File: src/hdl/fifb_pkg.sv
`timescale 1ns / 1ps

package fifb_pkg;

   localparam int ADDR_W = 20;
   localparam int HEAP_W = 21;
   localparam int HDR_W  = 8;

   localparam logic [ADDR_W-1:0] OFFSET_LIMIT = 20'hFFFFF;
   localparam logic [HEAP_W-1:0] HEAP_RESET   = 21'h100000;
   localparam logic [HDR_W-1:0]  HEADER_RESET = 8'd28;

   // csr register indexes
   localparam logic CSR_HEAP_BYTES   = 1'b0;
   localparam logic CSR_HEADER_BYTES = 1'b1;

   // request kinds
   localparam logic OP_ALLOC = 1'b0;
   localparam logic OP_FREE  = 1'b1;

   typedef enum logic [1:0] {
      STAT_OK         = 2'd0,
      STAT_NO_SPACE   = 2'd1,
      STAT_TABLE_FULL = 2'd2,
      STAT_BAD_FREE   = 2'd3
   } status_type;

   // one block table entry
   typedef struct packed {
      logic              in_use;
      logic [ADDR_W-1:0] length;
      logic [ADDR_W-1:0] start;
   } entry_type;

   // finished transaction handed from the sequencer to the output stage
   typedef struct packed {
      logic              valid;
      logic [ADDR_W-1:0] payload;
      status_type        status;
   } result_type;

endpackage

File: src/hdl/fifb_table.sv
`timescale 1ns / 1ps

module fifb_table #(
   parameter int DEPTH = 64,
   parameter int AW    = 6
) (
   input  logic                clock,
   input  logic                rd_en,
   input  logic [AW-1:0]       rd_addr,
   output fifb_pkg::entry_type rd_data,
   input  logic                wr_en,
   input  logic [AW-1:0]       wr_addr,
   input  fifb_pkg::entry_type wr_data
);

   fifb_pkg::entry_type table_ff [DEPTH];
   fifb_pkg::entry_type rd_data_ff;

   always_ff @(posedge clock) begin
      if (wr_en) begin
         table_ff[wr_addr] <= wr_data;
      end
      if (rd_en) begin
         rd_data_ff <= table_ff[rd_addr];
      end
   end

   assign rd_data = rd_data_ff;

endmodule

File: src/hdl/fifb_ctrl.sv
`timescale 1ns / 1ps

module fifb_ctrl #(
   parameter int MAX_BLOCKS = 64,
   parameter int AW         = 6,
   parameter int CW         = 7
) (
   input  logic                                clock,
   input  logic                                reset,
   input  logic                                start,
   input  logic                                op,
   input  logic [fifb_pkg::ADDR_W-1:0]         size,
   input  logic [fifb_pkg::ADDR_W-1:0]         addr,
   input  logic [fifb_pkg::HEAP_W-1:0]         heap_bytes,
   input  logic [fifb_pkg::HDR_W-1:0]          header_bytes,
   input  logic                                hdr_we,
   input  logic [fifb_pkg::HDR_W-1:0]          hdr_wdata,
   input  logic                                res_take,
   output logic                                idle,
   output fifb_pkg::result_type                res,
   output logic                                rd_en,
   output logic [AW-1:0]                       rd_addr,
   input  fifb_pkg::entry_type                 rd_data,
   output logic                                wr_en,
   output logic [AW-1:0]                       wr_addr,
   output fifb_pkg::entry_type                 wr_data
);

   localparam int AD = fifb_pkg::ADDR_W;

   typedef enum logic [3:0] {
      ST_IDLE   = 4'b0001,
      ST_SCAN   = 4'b0010,
      ST_DECIDE = 4'b0100,
      ST_DONE   = 4'b1000
   } state_type;

   state_type                     state_ff, state_in;
   logic [CW-1:0]                 idx_ff, idx_in;
   logic [CW-1:0]                 count_ff, count_in;
   logic [AD-1:0]                 top_ff, top_in;
   logic                          op_ff, op_in;
   logic [AD-1:0]                 size_ff, size_in;
   logic [AD-1:0]                 addr_ff, addr_in;
   logic [AD-1:0]                 payload_ff, payload_in;
   fifb_pkg::status_type          status_ff, status_in;

   logic [CW-1:0]                 chk_idx;
   logic [AD-1:0]                 hit_payload;
   logic                          hit;
   logic [AD+1:0]                 end_sum;
   logic [fifb_pkg::HEAP_W-1:0]   limit;

   assign chk_idx     = idx_ff - CW'(1);
   assign hit_payload = rd_data.start + AD'(header_bytes);
   assign hit = (op_ff == fifb_pkg::OP_ALLOC)
              ? (!rd_data.in_use && (rd_data.length >= size_ff))
              : (rd_data.in_use && (hit_payload == addr_ff));

   assign end_sum = (AD+2)'(top_ff) + (AD+2)'(header_bytes) + (AD+2)'(size_ff);
   assign limit   = (heap_bytes > fifb_pkg::HEAP_W'(fifb_pkg::OFFSET_LIMIT))
                  ? fifb_pkg::HEAP_W'(fifb_pkg::OFFSET_LIMIT) : heap_bytes;

   always_comb begin
      state_in   = state_ff;
      idx_in     = idx_ff;
      count_in   = count_ff;
      top_in     = top_ff;
      op_in      = op_ff;
      size_in    = size_ff;
      addr_in    = addr_ff;
      payload_in = payload_ff;
      status_in  = status_ff;
      rd_en      = 1'b0;
      rd_addr    = idx_ff[AW-1:0];
      wr_en      = 1'b0;
      wr_addr    = chk_idx[AW-1:0];
      wr_data    = rd_data;

      unique case (state_ff)
         ST_IDLE: begin
            // a header change before any block exists moves the heap top
            if (hdr_we && (count_ff == '0)) begin
               top_in = AD'(hdr_wdata);
            end
            if (start) begin
               op_in   = op;
               size_in = size;
               addr_in = addr;
               if (count_ff == '0) begin
                  state_in = ST_DECIDE;
               end else begin
                  rd_en    = 1'b1;
                  rd_addr  = '0;
                  idx_in   = CW'(1);
                  state_in = ST_SCAN;
               end
            end
         end
         ST_SCAN: begin
            // rd_data holds entry idx_ff-1; next read is already issued here
            if (hit) begin
               wr_en          = 1'b1;
               wr_data.in_use = ~rd_data.in_use;
               payload_in     = (op_ff == fifb_pkg::OP_ALLOC) ? hit_payload : '0;
               status_in      = fifb_pkg::STAT_OK;
               state_in       = ST_DONE;
            end else if (idx_ff < count_ff) begin
               rd_en  = 1'b1;
               idx_in = idx_ff + CW'(1);
            end else begin
               state_in = ST_DECIDE;
            end
         end
         ST_DECIDE: begin
            payload_in = '0;
            state_in   = ST_DONE;
            if (op_ff == fifb_pkg::OP_FREE) begin
               status_in = fifb_pkg::STAT_BAD_FREE;
            end else if (end_sum > (AD+2)'(limit)) begin
               status_in = fifb_pkg::STAT_NO_SPACE;
            end else if (count_ff == CW'(MAX_BLOCKS)) begin
               status_in = fifb_pkg::STAT_TABLE_FULL;
            end else begin
               wr_en          = 1'b1;
               wr_addr        = count_ff[AW-1:0];
               wr_data.start  = top_ff;
               wr_data.length = size_ff;
               wr_data.in_use = 1'b1;
               count_in       = count_ff + CW'(1);
               payload_in     = top_ff + AD'(header_bytes);
               top_in         = end_sum[AD-1:0];
               status_in      = fifb_pkg::STAT_OK;
            end
         end
         ST_DONE: begin
            if (res_take) begin
               state_in = ST_IDLE;
            end
         end
         default: begin
            state_in = ST_IDLE;
         end
      endcase
   end

   always_ff @(posedge clock) begin
      if (reset) begin
         state_ff <= ST_IDLE;
         idx_ff   <= '0;
         count_ff <= '0;
         top_ff   <= AD'(fifb_pkg::HEADER_RESET);
      end else begin
         state_ff <= state_in;
         idx_ff   <= idx_in;
         count_ff <= count_in;
         top_ff   <= top_in;
      end
      op_ff      <= op_in;
      size_ff    <= size_in;
      addr_ff    <= addr_in;
      payload_ff <= payload_in;
      status_ff  <= status_in;
   end

   assign idle        = (state_ff == ST_IDLE);
   assign res.valid   = (state_ff == ST_DONE);
   assign res.payload = payload_ff;
   assign res.status  = status_ff;

endmodule

File: src/hdl/first_fit_block_allocator_top.sv
`timescale 1ns / 1ps

// Channel | Direction | Ports                           | Contents
// req     | in        | req_tvalid/tready/tdata/tuser   | alloc or free request
// rsp     | out       | rsp_tvalid/tready/tdata         | payload offset and status
// csr     | in        | csr_we/csr_index/csr_wdata      | heap_bytes, header_bytes
//
// One transaction at a time. A request that matches table entry k is answered
// once the scan has read entries 0 to k; a miss (append, failure or bad free)
// is decided after all block_count entries, at most MAX_BLOCKS, are read. The
// next request is taken once the result has left the sequencer. The single
// read port of the block table, one entry per cycle, sets the scan length.
// Reset is synchronous and clears control state only; the table itself is
// never cleared, entries at or above block_count are never read.
// A result waits in the rsp register; the next request is taken meanwhile,
// and its result holds in the sequencer until the register is free.

module first_fit_block_allocator_top #(
   parameter int MAX_BLOCKS = 64
) (
   input  logic        clock,
   input  logic        reset,
   // request
   input  logic        req_tvalid,
   output logic        req_tready,
   input  logic [39:0] req_tdata,   // [19:0] request_size, [39:20] free_address
   input  logic        req_tuser,   // [0] op
   // response
   output logic        rsp_tvalid,
   input  logic        rsp_tready,
   output logic [23:0] rsp_tdata,   // [19:0] payload_address, [21:20] status, rest 0
   // configuration
   input  logic        csr_we,
   input  logic        csr_index,
   input  logic [20:0] csr_wdata
);

   localparam int AW = (MAX_BLOCKS > 1) ? $clog2(MAX_BLOCKS) : 1;
   localparam int CW = $clog2(MAX_BLOCKS + 1);
   localparam int AD = fifb_pkg::ADDR_W;

   logic [fifb_pkg::HEAP_W-1:0] heap_bytes_ff, heap_bytes_in;
   logic [fifb_pkg::HDR_W-1:0]  header_ff, header_in;
   logic                        rsp_valid_ff, rsp_valid_in;
   logic [AD-1:0]               rsp_addr_ff, rsp_addr_in;
   fifb_pkg::status_type        rsp_status_ff, rsp_status_in;

   logic                        accept;
   logic                        hdr_we;
   logic                        idle;
   logic                        res_take;
   fifb_pkg::result_type        res;

   logic                        rd_en;
   logic [AW-1:0]               rd_addr;
   fifb_pkg::entry_type         rd_data;
   logic                        wr_en;
   logic [AW-1:0]               wr_addr;
   fifb_pkg::entry_type         wr_data;

   assign accept = req_tvalid && req_tready;
   assign hdr_we = csr_we && (csr_index == fifb_pkg::CSR_HEADER_BYTES);

   // config registers
   always_comb begin
      heap_bytes_in = heap_bytes_ff;
      header_in     = header_ff;
      if (csr_we) begin
         case (csr_index)
            fifb_pkg::CSR_HEAP_BYTES:   heap_bytes_in = csr_wdata;
            fifb_pkg::CSR_HEADER_BYTES: header_in     = csr_wdata[fifb_pkg::HDR_W-1:0];
            default: ;
         endcase
      end
   end

   // output register: loads when empty or being drained
   assign res_take = res.valid && (!rsp_valid_ff || rsp_tready);

   always_comb begin
      rsp_valid_in  = rsp_valid_ff;
      rsp_addr_in   = rsp_addr_ff;
      rsp_status_in = rsp_status_ff;
      if (res_take) begin
         rsp_valid_in  = 1'b1;
         rsp_addr_in   = res.payload;
         rsp_status_in = res.status;
      end else if (rsp_tready) begin
         rsp_valid_in = 1'b0;
      end
   end

   always_ff @(posedge clock) begin
      if (reset) begin
         heap_bytes_ff <= fifb_pkg::HEAP_RESET;
         header_ff     <= fifb_pkg::HEADER_RESET;
         rsp_valid_ff  <= 1'b0;
      end else begin
         heap_bytes_ff <= heap_bytes_in;
         header_ff     <= header_in;
         rsp_valid_ff  <= rsp_valid_in;
      end
      rsp_addr_ff   <= rsp_addr_in;
      rsp_status_ff <= rsp_status_in;
   end

   fifb_ctrl #(
      .MAX_BLOCKS (MAX_BLOCKS),
      .AW         (AW),
      .CW         (CW)
   ) u_ctrl (
      .clock        (clock),
      .reset        (reset),
      .start        (accept),
      .op           (req_tuser),
      .size         (req_tdata[19:0]),
      .addr         (req_tdata[39:20]),
      .heap_bytes   (heap_bytes_ff),
      .header_bytes (header_ff),
      .hdr_we       (hdr_we),
      .hdr_wdata    (csr_wdata[fifb_pkg::HDR_W-1:0]),
      .res_take     (res_take),
      .idle         (idle),
      .res          (res),
      .rd_en        (rd_en),
      .rd_addr      (rd_addr),
      .rd_data      (rd_data),
      .wr_en        (wr_en),
      .wr_addr      (wr_addr),
      .wr_data      (wr_data)
   );

   fifb_table #(
      .DEPTH (MAX_BLOCKS),
      .AW    (AW)
   ) u_table (
      .clock   (clock),
      .rd_en   (rd_en),
      .rd_addr (rd_addr),
      .rd_data (rd_data),
      .wr_en   (wr_en),
      .wr_addr (wr_addr),
      .wr_data (wr_data)
   );

   assign req_tready = idle;
   assign rsp_tvalid = rsp_valid_ff;
   assign rsp_tdata  = {2'b00, rsp_status_ff, rsp_addr_ff};

   // an accepted transaction keeps the sequencer busy in the next cycle
   a_busy_after_accept: assert property (@(posedge clock) disable iff (reset)
      accept |=> !req_tready)
      else $error("sequencer idle right after accepting a transaction");

   // a finished result never coexists with an idle sequencer
   a_result_not_idle: assert property (@(posedge clock) disable iff (reset)
      res.valid |-> !idle)
      else $error("result pending while sequencer idle");

   // failed transactions always answer with a zero payload offset
   a_fail_zero_addr: assert property (@(posedge clock) disable iff (reset)
      (rsp_valid_ff && (rsp_status_ff != fifb_pkg::STAT_OK)) |-> (rsp_addr_ff == '0))
      else $error("failed transaction carries a payload offset");

endmodule

File: config.mk
export PLATFORM = sky130hd
export DESIGN_NAME = first_fit_block_allocator_top
export DESIGN_NICKNAME = d
export VERILOG_FILES = /design/src/hdl/fifb_pkg.sv /design/src/hdl/fifb_table.sv /design/src/hdl/fifb_ctrl.sv /design/src/hdl/first_fit_block_allocator_top.sv
export SDC_FILE = /design/constraint.sdc
export NUM_CORES = 2
export LEC_CHECK = 0
export ABC_AREA = 1
export ABC_CLOCK_PERIOD_IN_PS = 7880
export BUFFER_PORTS_ARGS = -buffer_cell sky130_fd_sc_hd__buf_4
export CAP_MARGIN = 5
export CELL_PAD_IN_SITES_DETAIL_PLACEMENT = 2
export CELL_PAD_IN_SITES_GLOBAL_PLACEMENT = 2
export CORE_ASPECT_RATIO = 0.6
export CORE_UTILIZATION = 41
export CTS_CLUSTER_SIZE = 16
export DETAILED_ROUTE_END_ITERATION = 10
export PLACE_DENSITY = 0.85
export SLEW_MARGIN = 20
export SYNTH_ARGS = -nofsm -noshare
export SYNTH_HDL_FRONTEND = slang
export SYNTH_SLANG_ARGS = --single-unit
File: constraint.sdc
create_clock -name clock -period 7.88 [get_ports clock]
set_input_delay 0.394 -clock clock [delete_from_list [all_inputs] [get_ports clock]]
set_output_delay 0.394 -clock clock [all_outputs]
set_load 0.02 [all_outputs]
### Yosys cells after proc, flatten, opt, wreduce, memory -nomap -nowiden

Memory sizes are Yosys's and may differ from the RTL's. A register that Yosys moved wholly into a read port is not among the register bits.
Index checks and enable logic that the tools add are counted.

| cells by class | value |
|---|---|
| add/subtract/negate cells | 7 |
| magnitude comparators | 4 |
| equality and inequality tests | 17 |
| muxes and demuxes | 56 |
| bitwise gates (word level) | 5 |
| reduce and logical (&&, ||, !) cells | 22 |

Operator list:

| kind | count |
|---|---|
| $mux 20 | 9 |
| $mux 41 | 3 |
| $pmux 20 s2 | 2 |
| $mux 6 | 7 |
| $add 20x8->20 | 2 |
| $mux 40 | 1 |
| $mux 7 | 4 |
| $add 22x20->22 | 1 |
| $gt 22x21->1 | 1 |
| $add 20x8->21 | 1 |
| $gt 21x20->1 const B | 1 |
| $mux 21 | 1 |
| $eq 20x20->1 | 1 |
| $ge 20x20->1 | 1 |
| $mux 4 | 4 |
| $pmux 4 s4 | 1 |
| $add 7x1->7 const B | 2 |
| $mux 1 | 14 |
| $pmux 7 s2 | 1 |
| $ne 2x2->1 const B | 6 |
| $reduce_and 5->1 | 2 |
| $mux 2 | 4 |
| $ne 2x1->1 const B | 4 |
| $reduce_and 2->1 | 4 |
| other kinds (19) | 34 |

| storage, ports and cells | value |
|---|---|
| register bits after elaboration | 153 |
| RAM bits | 2624 |
| input bits | 68 |
| output and inout bits | 26 |
| word-level logic and storage cells | 126 |
| memories | 1 |

Memory list:

| memory | words | bits a word | rd ports | clocked after Yosys merged registers in | wr ports | line | source |
|---|---|---|---|---|---|---|---|
| u_table.table_ff | 64 | 41 | 1 | 1 | 1 | fifb_table.sv:16 | `fifb_pkg::entry_type table_ff [DEPTH];` |

### Longest topological paths before layout

| logic depth | value |
|---|---|
| depth after elaboration | 8 |
| depth in mapped cells | 37 |
| gate-level depth less buffers | 37 |

### By module

A second synthesis with hierarchy kept.

| second synthesis, totals | value |
|---|---|
| cell total of the unflattened synthesis | 10048 |
| area total of the unflattened synthesis | 117152.4 µm² |

Modules (own cells, without submodules):

| module | instances | cells each | area each (µm²) | sequential area each (µm²) |
|---|---|---|---|---|
| fifb_table | 1 | 8640 | 106414.6 | 80026.8 |
| fifb_ctrl | 1 | 1204 | 8847.2 | 2652.5 |
| first_fit_block_allocator_top | 1 | 204 | 1890.6 | 1261.2 |

### Least setup slack after synthesis

OpenSTA, ideal clock, no wires.

| path | value |
|---|---|
| path kind | register to register |
| from | register header_ff[0] in the netlist's numbering |
| to | memory u_table.table_ff[0][11] in the netlist's numbering, data pin |
| library setup time | 0.702 ns |
| data arrival time | 7.320 ns |
| data required time | 7.178 ns |
| slack | -0.141 ns |
| cell stages (with the launch flop) | 34 |
| path buffers | 3 |
| period minus slack after synthesis | 8.021 ns |
| cells stage by stage | dfxtp_1 ha_1 inv_1 fa_1 o21ai_2 a31oi_1 o21ai_0 xor2_1 inv_1 ha_1 nand2_1 nor2_1 nand2_1 o211ai_1 a31oi_1 o21ai_0 nand2_1 o211ai_1 xor2_1 ha_1 nand2_1 nor2_1 a211oi_1 nand2_1 nand2_1 nand2_1 nand2_1 nand2_1 nand2_1 nand4_4 buf_12 buf_2 clkbuf_1 o21ai_0 |

RTL lines:

| element | line | source |
|---|---|---|
| from (decl) | first_fit_block_allocator_top.sv:43 | `logic [fifb_pkg::HDR_W-1:0] header_ff, header_in;` |
| from (signal assigned) | first_fit_block_allocator_top.sv:96 | `header_ff <= fifb_pkg::HEADER_RESET;` |
| from (signal assigned) | first_fit_block_allocator_top.sv:100 | `header_ff <= header_in;` |
| to (decl) | fifb_table.sv:16 |  |

### Worst setup path in the final report

| path | value |
|---|---|
| from | register u_ctrl.top_ff[6] |
| to | memory u_table.table_ff[54][12] in the netlist's numbering (enable) |

| between the ends | value |
|---|---|
| cells in the longest elaborated chain, start to end | 8 |
| elaborated cells between the ends (all ways) | 11 |
| those cells by class | add/sub: 2; order compare: 1; mux: 8 |

Ends and longest elaborated chain:

| element | line | source |
|---|---|---|
| from (decl) | fifb_ctrl.sv:41 | `logic [AD-1:0] top_ff, top_in;` |
| from (signal assigned) | fifb_ctrl.sv:152 | `top_ff <= AD'(fifb_pkg::HEADER_RESET);` |
| from (signal assigned) | fifb_ctrl.sv:157 | `top_ff <= top_in;` |
| $add 20x8->21 * | fifb_ctrl.sv:60 | `assign end_sum = (AD+2)'(top_ff) + (AD+2)'(header_bytes) + (AD+2)'(size_ff);` |
| $add 22x20->22 * | fifb_ctrl.sv:60 |  |
| $gt 22x21->1 * | fifb_ctrl.sv:120 | `end else if (end_sum > (AD+2)'(limit)) begin` |
| $mux 1 | fifb_ctrl.sv:120 |  |
| $mux 1 | fifb_ctrl.sv:118 | `if (op_ff == fifb_pkg::OP_FREE) begin` |
| $pmux 1 s2 | fifb_ctrl.sv:80 | `unique case (state_ff)` |
| $mux 1 | fifb_table.sv:20 | `if (wr_en) begin` |
| $mux 1 (implied by the code) | fifb_table.sv:21 | `table_ff[wr_addr] <= wr_data;` |

Every way passes the cells marked *; elsewhere a longest branch is shown, timed or not.

==> implementation parameters <==
Parameter                              Value

GRT
  Global-route wire length before repair ... 723,000 µm
  Largest net degree at the start of global routing ... 199
  Vias in the first global route ... 90,600
  Grt met3 use ... 8.39%
  Global route overflow ... 0
  Met1 routing resource usage after global routing ... 44.8%
  Busiest grt layer ... met2
  Total global routing track utilization ... 35.2%
  Initial antenna violation count ... 29
  Met2 Usage GRT ... 56.7%

Timing
  Final cycle utilization of the critical path ... 106%
  Number of hold-slack violations in the final timing report ... 0
  Final setup violation count ... 4,254
  Least setup slack across all paths after layout ... -0.435 ns
  Transition at the pin with the smallest max-transition slack ... 1.21 ns
  Final worst path period need ... 8.32 ns
  Max-slew violation count ... 0
  Worst-case clock skew ... 0.0617 ns
  Max transition margin ... 19.5%
  FMAX ... 0.120 GHz

Power and ir drop
  Clock share of power ... 40.6%
  Sequential group share of total power ... 50.2%
  Comb pwr share ... 9.1%
  Power, Total ... 33,500 µW
  Internal Pwr Total ... 24,400 µW
  Worst-case vdd ir drop ... 0.000201 V
  Power density over the cells ... 249 nW/µm²
  Switching share of power ... 27.2%
  Switching power of the nets ... 9100 µW
  Total leakage power ... 0.0415 µW

Synthesis
  Compound-cell area share of the yosys netlist ... 12.1%
  Proportion of synthesized area in mux cells ... 0%
  Post-synthesis share of cell area spent on and, or, nand and nor gates ... 11.6%
  Area share of the leading cell type in the synthesized netlist ... 70.8%
  Biggest area contributors in the synthesized netlist ... sky130_fd_sc_hd__edfxtp_1 71%, sky130_fd_sc_hd__o211ai_1 5.7%, sky130_fd_sc_hd__nor2_1 4.5%
  Top_reg_cell synth ... sky130_fd_sc_hd__edfxtp_1
  Library cells used by synthesis ... 58
  Async S/R FF share, synth ... 0%
  Number of flops mapped to enable cells by yosys ... 2,750
  Most frequent cells after synthesis ... 2,750 x sky130_fd_sc_hd__edfxtp_1, 1,407 x sky130_fd_sc_hd__nor2_1, 884 x sky130_fd_sc_hd__o211ai_1
  Proportion of synthesized chip area in sequential cells ... 72.0%
  Post-synthesis register bit count ... 2,818
  Main combinational cell family by area after synthesis ... compound AO/OA/AOI/OAI gates
  Warning count from the yosys run ... 0
  Adder and majority cell fraction of the synthesized area ... 0.985%
  Post-synthesis instance area ... 117,000 µm²
  Count leader, synth ... sky130_fd_sc_hd__edfxtp_1
  Avg Cell Area, Syn ... 13.5 µm²
  Leading area contributor after synthesis ... sky130_fd_sc_hd__edfxtp_1
  Gate count of the mapped netlist ... 8,631
  Xor and xnor fraction of the mapped netlist area ... 0.338%

Place
  Number of port buffers ... 91
  Placed Cells ... 12,200
  HPWL reported at the end of detailed placement ... 298,000 µm
  Placer Congestion ... 0.908

Floorplanning
  Die outline area ... 286,000 µm²
  Placement Rows ... 151
  Height of the die ... 415 µm
  Number of I/O pins ... 94
  Die Width ... 690 µm
  Initial core utilization ... 41.3%
  Placeable Area ... 282,000 µm²

Min path
  Worst Hold Endpoint ... heap_bytes_ff[20]
  Class of the worst hold path ... input pin to flip-flop
  Start point of the worst hold path ... csr_index
  Worst Hold Path Cells ... 5

Detailed routing
  Total via count after detailed routing ... 87,600
  Residual antenna-violating net count after detailed routing ... 0
  Number of search-and-repair iterations in the first detailed-routing pass ... 6
  Via count normalized by instance count ... 6.84
  Final routed wirelength across all metal layers ... 530,000 µm
  Average wire length per cell after detail routing ... 41.4 µm
  Drt drc ... 0
  DRT iter0 DRCs ... 13,400

Critical path
  Worst EP required ... 8.45 ns
  Maximum single-stage delay on the critical path ... 0.45 ns
  FF-to-FF End ... u_table.table_ff[54][12]
  Worst Path Max Fanout ... 27
  Cell occurring most often along the worst timing path ... sky130_fd_sc_hd__nand2_1
  Data arrival time of the worst path ... 8.88 ns
  Critical path launch point type ... flip-flop
  Critical Setup Path Class ... flip-flop to flip-flop
  Critical register-to-register path startpoint ... u_ctrl.top_ff[6]
  Depth of the worst register-to-register path ... 39
  Sort of element at the end of the critical path ... flip-flop
  Worst-path cell with the longest stage delay ... sky130_fd_sc_hd__ha_2
  Flop2flop setup slack ... -0.44 ns

Clock network
  Clock edge transition at the registers on the reported setup and hold paths ... 0.09 ns
  Root buf cell ... sky130_fd_sc_hd__clkbuf_16
  Sink Count ... 2,818
  Number of CTS-inserted buffers ... 272
  Clock tree from TritonCTS ... done
  Number of H-tree branching levels ... 5
  Source-to-sink clock delay at the later pin of the worst-skew pair ... 0.94 ns
  CTS max path bufs ... 4

Run
  Max_cap viols ... 0

Final layout
  Syn-to-layout area delta ... 15.4%
  Final cell count without fillers ... 12,800
  Post-layout net count ... 8,998
  Fin util ... 47.6%
  Share of final-layout standard cells stronger than drive strength 1 ... 17.0%

Status
  Result of the run ... finished with violations
  Failing checks ... setup timing
-- flip-flops by register name, indices dropped and copies added (netlist names), 8 cells and up --
| signal | count |
|---|---|
| heap_bytes_ff | 21 |
| u_ctrl.top_ff | 20 |
| u_table.table_ff | 2624 |
| rsp_addr_ff | 20 |
| u_ctrl.payload_ff | 20 |
| header_ff | 8 |
| u_ctrl.addr_ff | 20 |
| u_ctrl.size_ff | 20 |
| u_table.rd_data | 41 |
-- per-layer routing --
metal | up-vias | part of all wire (%)
li1 | 33100 | -
met1 | 45800 | 37
met2 | 6790 | 46
met3 | 1851 | 10
met4 | 16 | 6.1
met5 | - | 0.071
-- power groups by stage --
stage / clock, µW / combinational (µW) / sequential [µW]
5_1_grt: 14000 / 3030 / 16800
2_1_floorplan: 0 / 1270 / 17100
3_3_place_gp: 0 / 2300 / 17100
6_report: 13600 / 3060 / 16800
3_5_place_dp: 0 / 2570 / 17100
4_1_cts: 13200 / 2740 / 16800
-- metrics by stage --
step | hold slack, ns | area (µm²) | worst slack, ns | setup TNS [ns]
4_1_cts | 0.0191 | 134000 | 0.0201 | 0
3_3_place_gp | 0.408 | 125000 | 0.371 | 0
6_report | 0.123 | 135000 | -0.435 | -880.66
2_1_floorplan | 0.400 | 117000 | -0.141 | -223.43
3_5_place_dp | 0.413 | 125000 | -0.361 | -138.43
5_1_grt | 0.124 | 135000 | -0.362 | -612.05
-- worst max-delay path: cells and delay by family, from the launching register on --
kind            cells  cell delay, ns
simple gates       22            3.28
compound gates      7            1.39
fa+ha+maj           3            1.19
buf+inv             5            0.98
xor+xnor            2            0.62
flops               1            0.39
-- worst max-delay path by stage --
stage | endpoint | start | slack [ns]
after floorplan | u_table.table_ff[0][11] | header_ff[0] | -0.14
after global placement | u_table.table_ff[10][28] | u_ctrl.top_ff[2] | 0.37
after detailed placement | u_table.table_ff[14][28] | header_ff[6] | -0.36
after CTS | u_table.table_ff[30][19] | header_ff[0] | 0.02
after global routing | u_table.table_ff[54][16] | u_ctrl.top_ff[6] | -0.36
final | u_table.table_ff[54][12] | u_ctrl.top_ff[6] | -0.44
-- cell usage in the layout (no fill, tap or decap), drive strengths merged, types with 3 or more instances in the layout --
| cell | count |
|---|---|
| nor2 | 1428 |
| xnor2 | 11 |
| o31ai | 224 |
| nand3 | 359 |
| diode | 18 |
| o311ai | 327 |
| o21bai | 5 |
| nand2 | 402 |
| inv | 200 |
| nand3b | 8 |
| or2 | 662 |
| o22ai | 111 |
| fa | 3 |
| clkinvlp | 3 |
| edfxtp | 2750 |
| a31oi | 6 |
| clkbuf | 370 |
| clkinv | 99 |
| bufinv | 6 |
| o21ai | 319 |
| conb | 3 |
| ha | 87 |
| xor2 | 34 |
| nor4 | 3 |
| o211ai | 884 |
| nor3 | 19 |
| a21o | 4 |
| a21oi | 86 |
| a211oi | 5 |
| dlygate4sd3 | 66 |
| buf | 465 |
| dfxtp | 68 |
| nand4 | 20 |
-- layout make-up --
cell class | instances | area, µm²
Timing Repair Buffer | 537 | 6720
Inverter | 196 | 756
Tap cell | 3748 | 4690
Clock buffer | 364 | 7550
Fill cell | 26400 | 148000
Antenna cell | 18 | 45.0
Multi-Input combinational cell | 5015 | 30200
Clock inverter | 112 | 664
Sequential cell | 2818 | 83900
-- repair_timing --
item / CTS / global route
setup endpoints to repair: 5268 / 5111
buffers inserted: 0 / 14
endpoints found under the hold margin: 98 / 0
hold buffers: 66 / 0
resized for setup: 14 / 33
pin swaps: 0 / 12
gates cloned: 0 / 6
-- kinds of logic (layout without fill, tap and decap cells) --
| group | count (synthesis) | after routing |
|---|---|---|
| compound gates | 1974 | 1974 |
| xor+xnor | 45 | 45 |
| fa+ha+maj | 90 | 90 |
| buf+inv | 799 | 1209 |
| flops | 2818 | 2818 |
| other cells | 2 | 21 |
| simple gates | 2903 | 2903 |
Note: power is estimated with default switching activity, not from simulation.
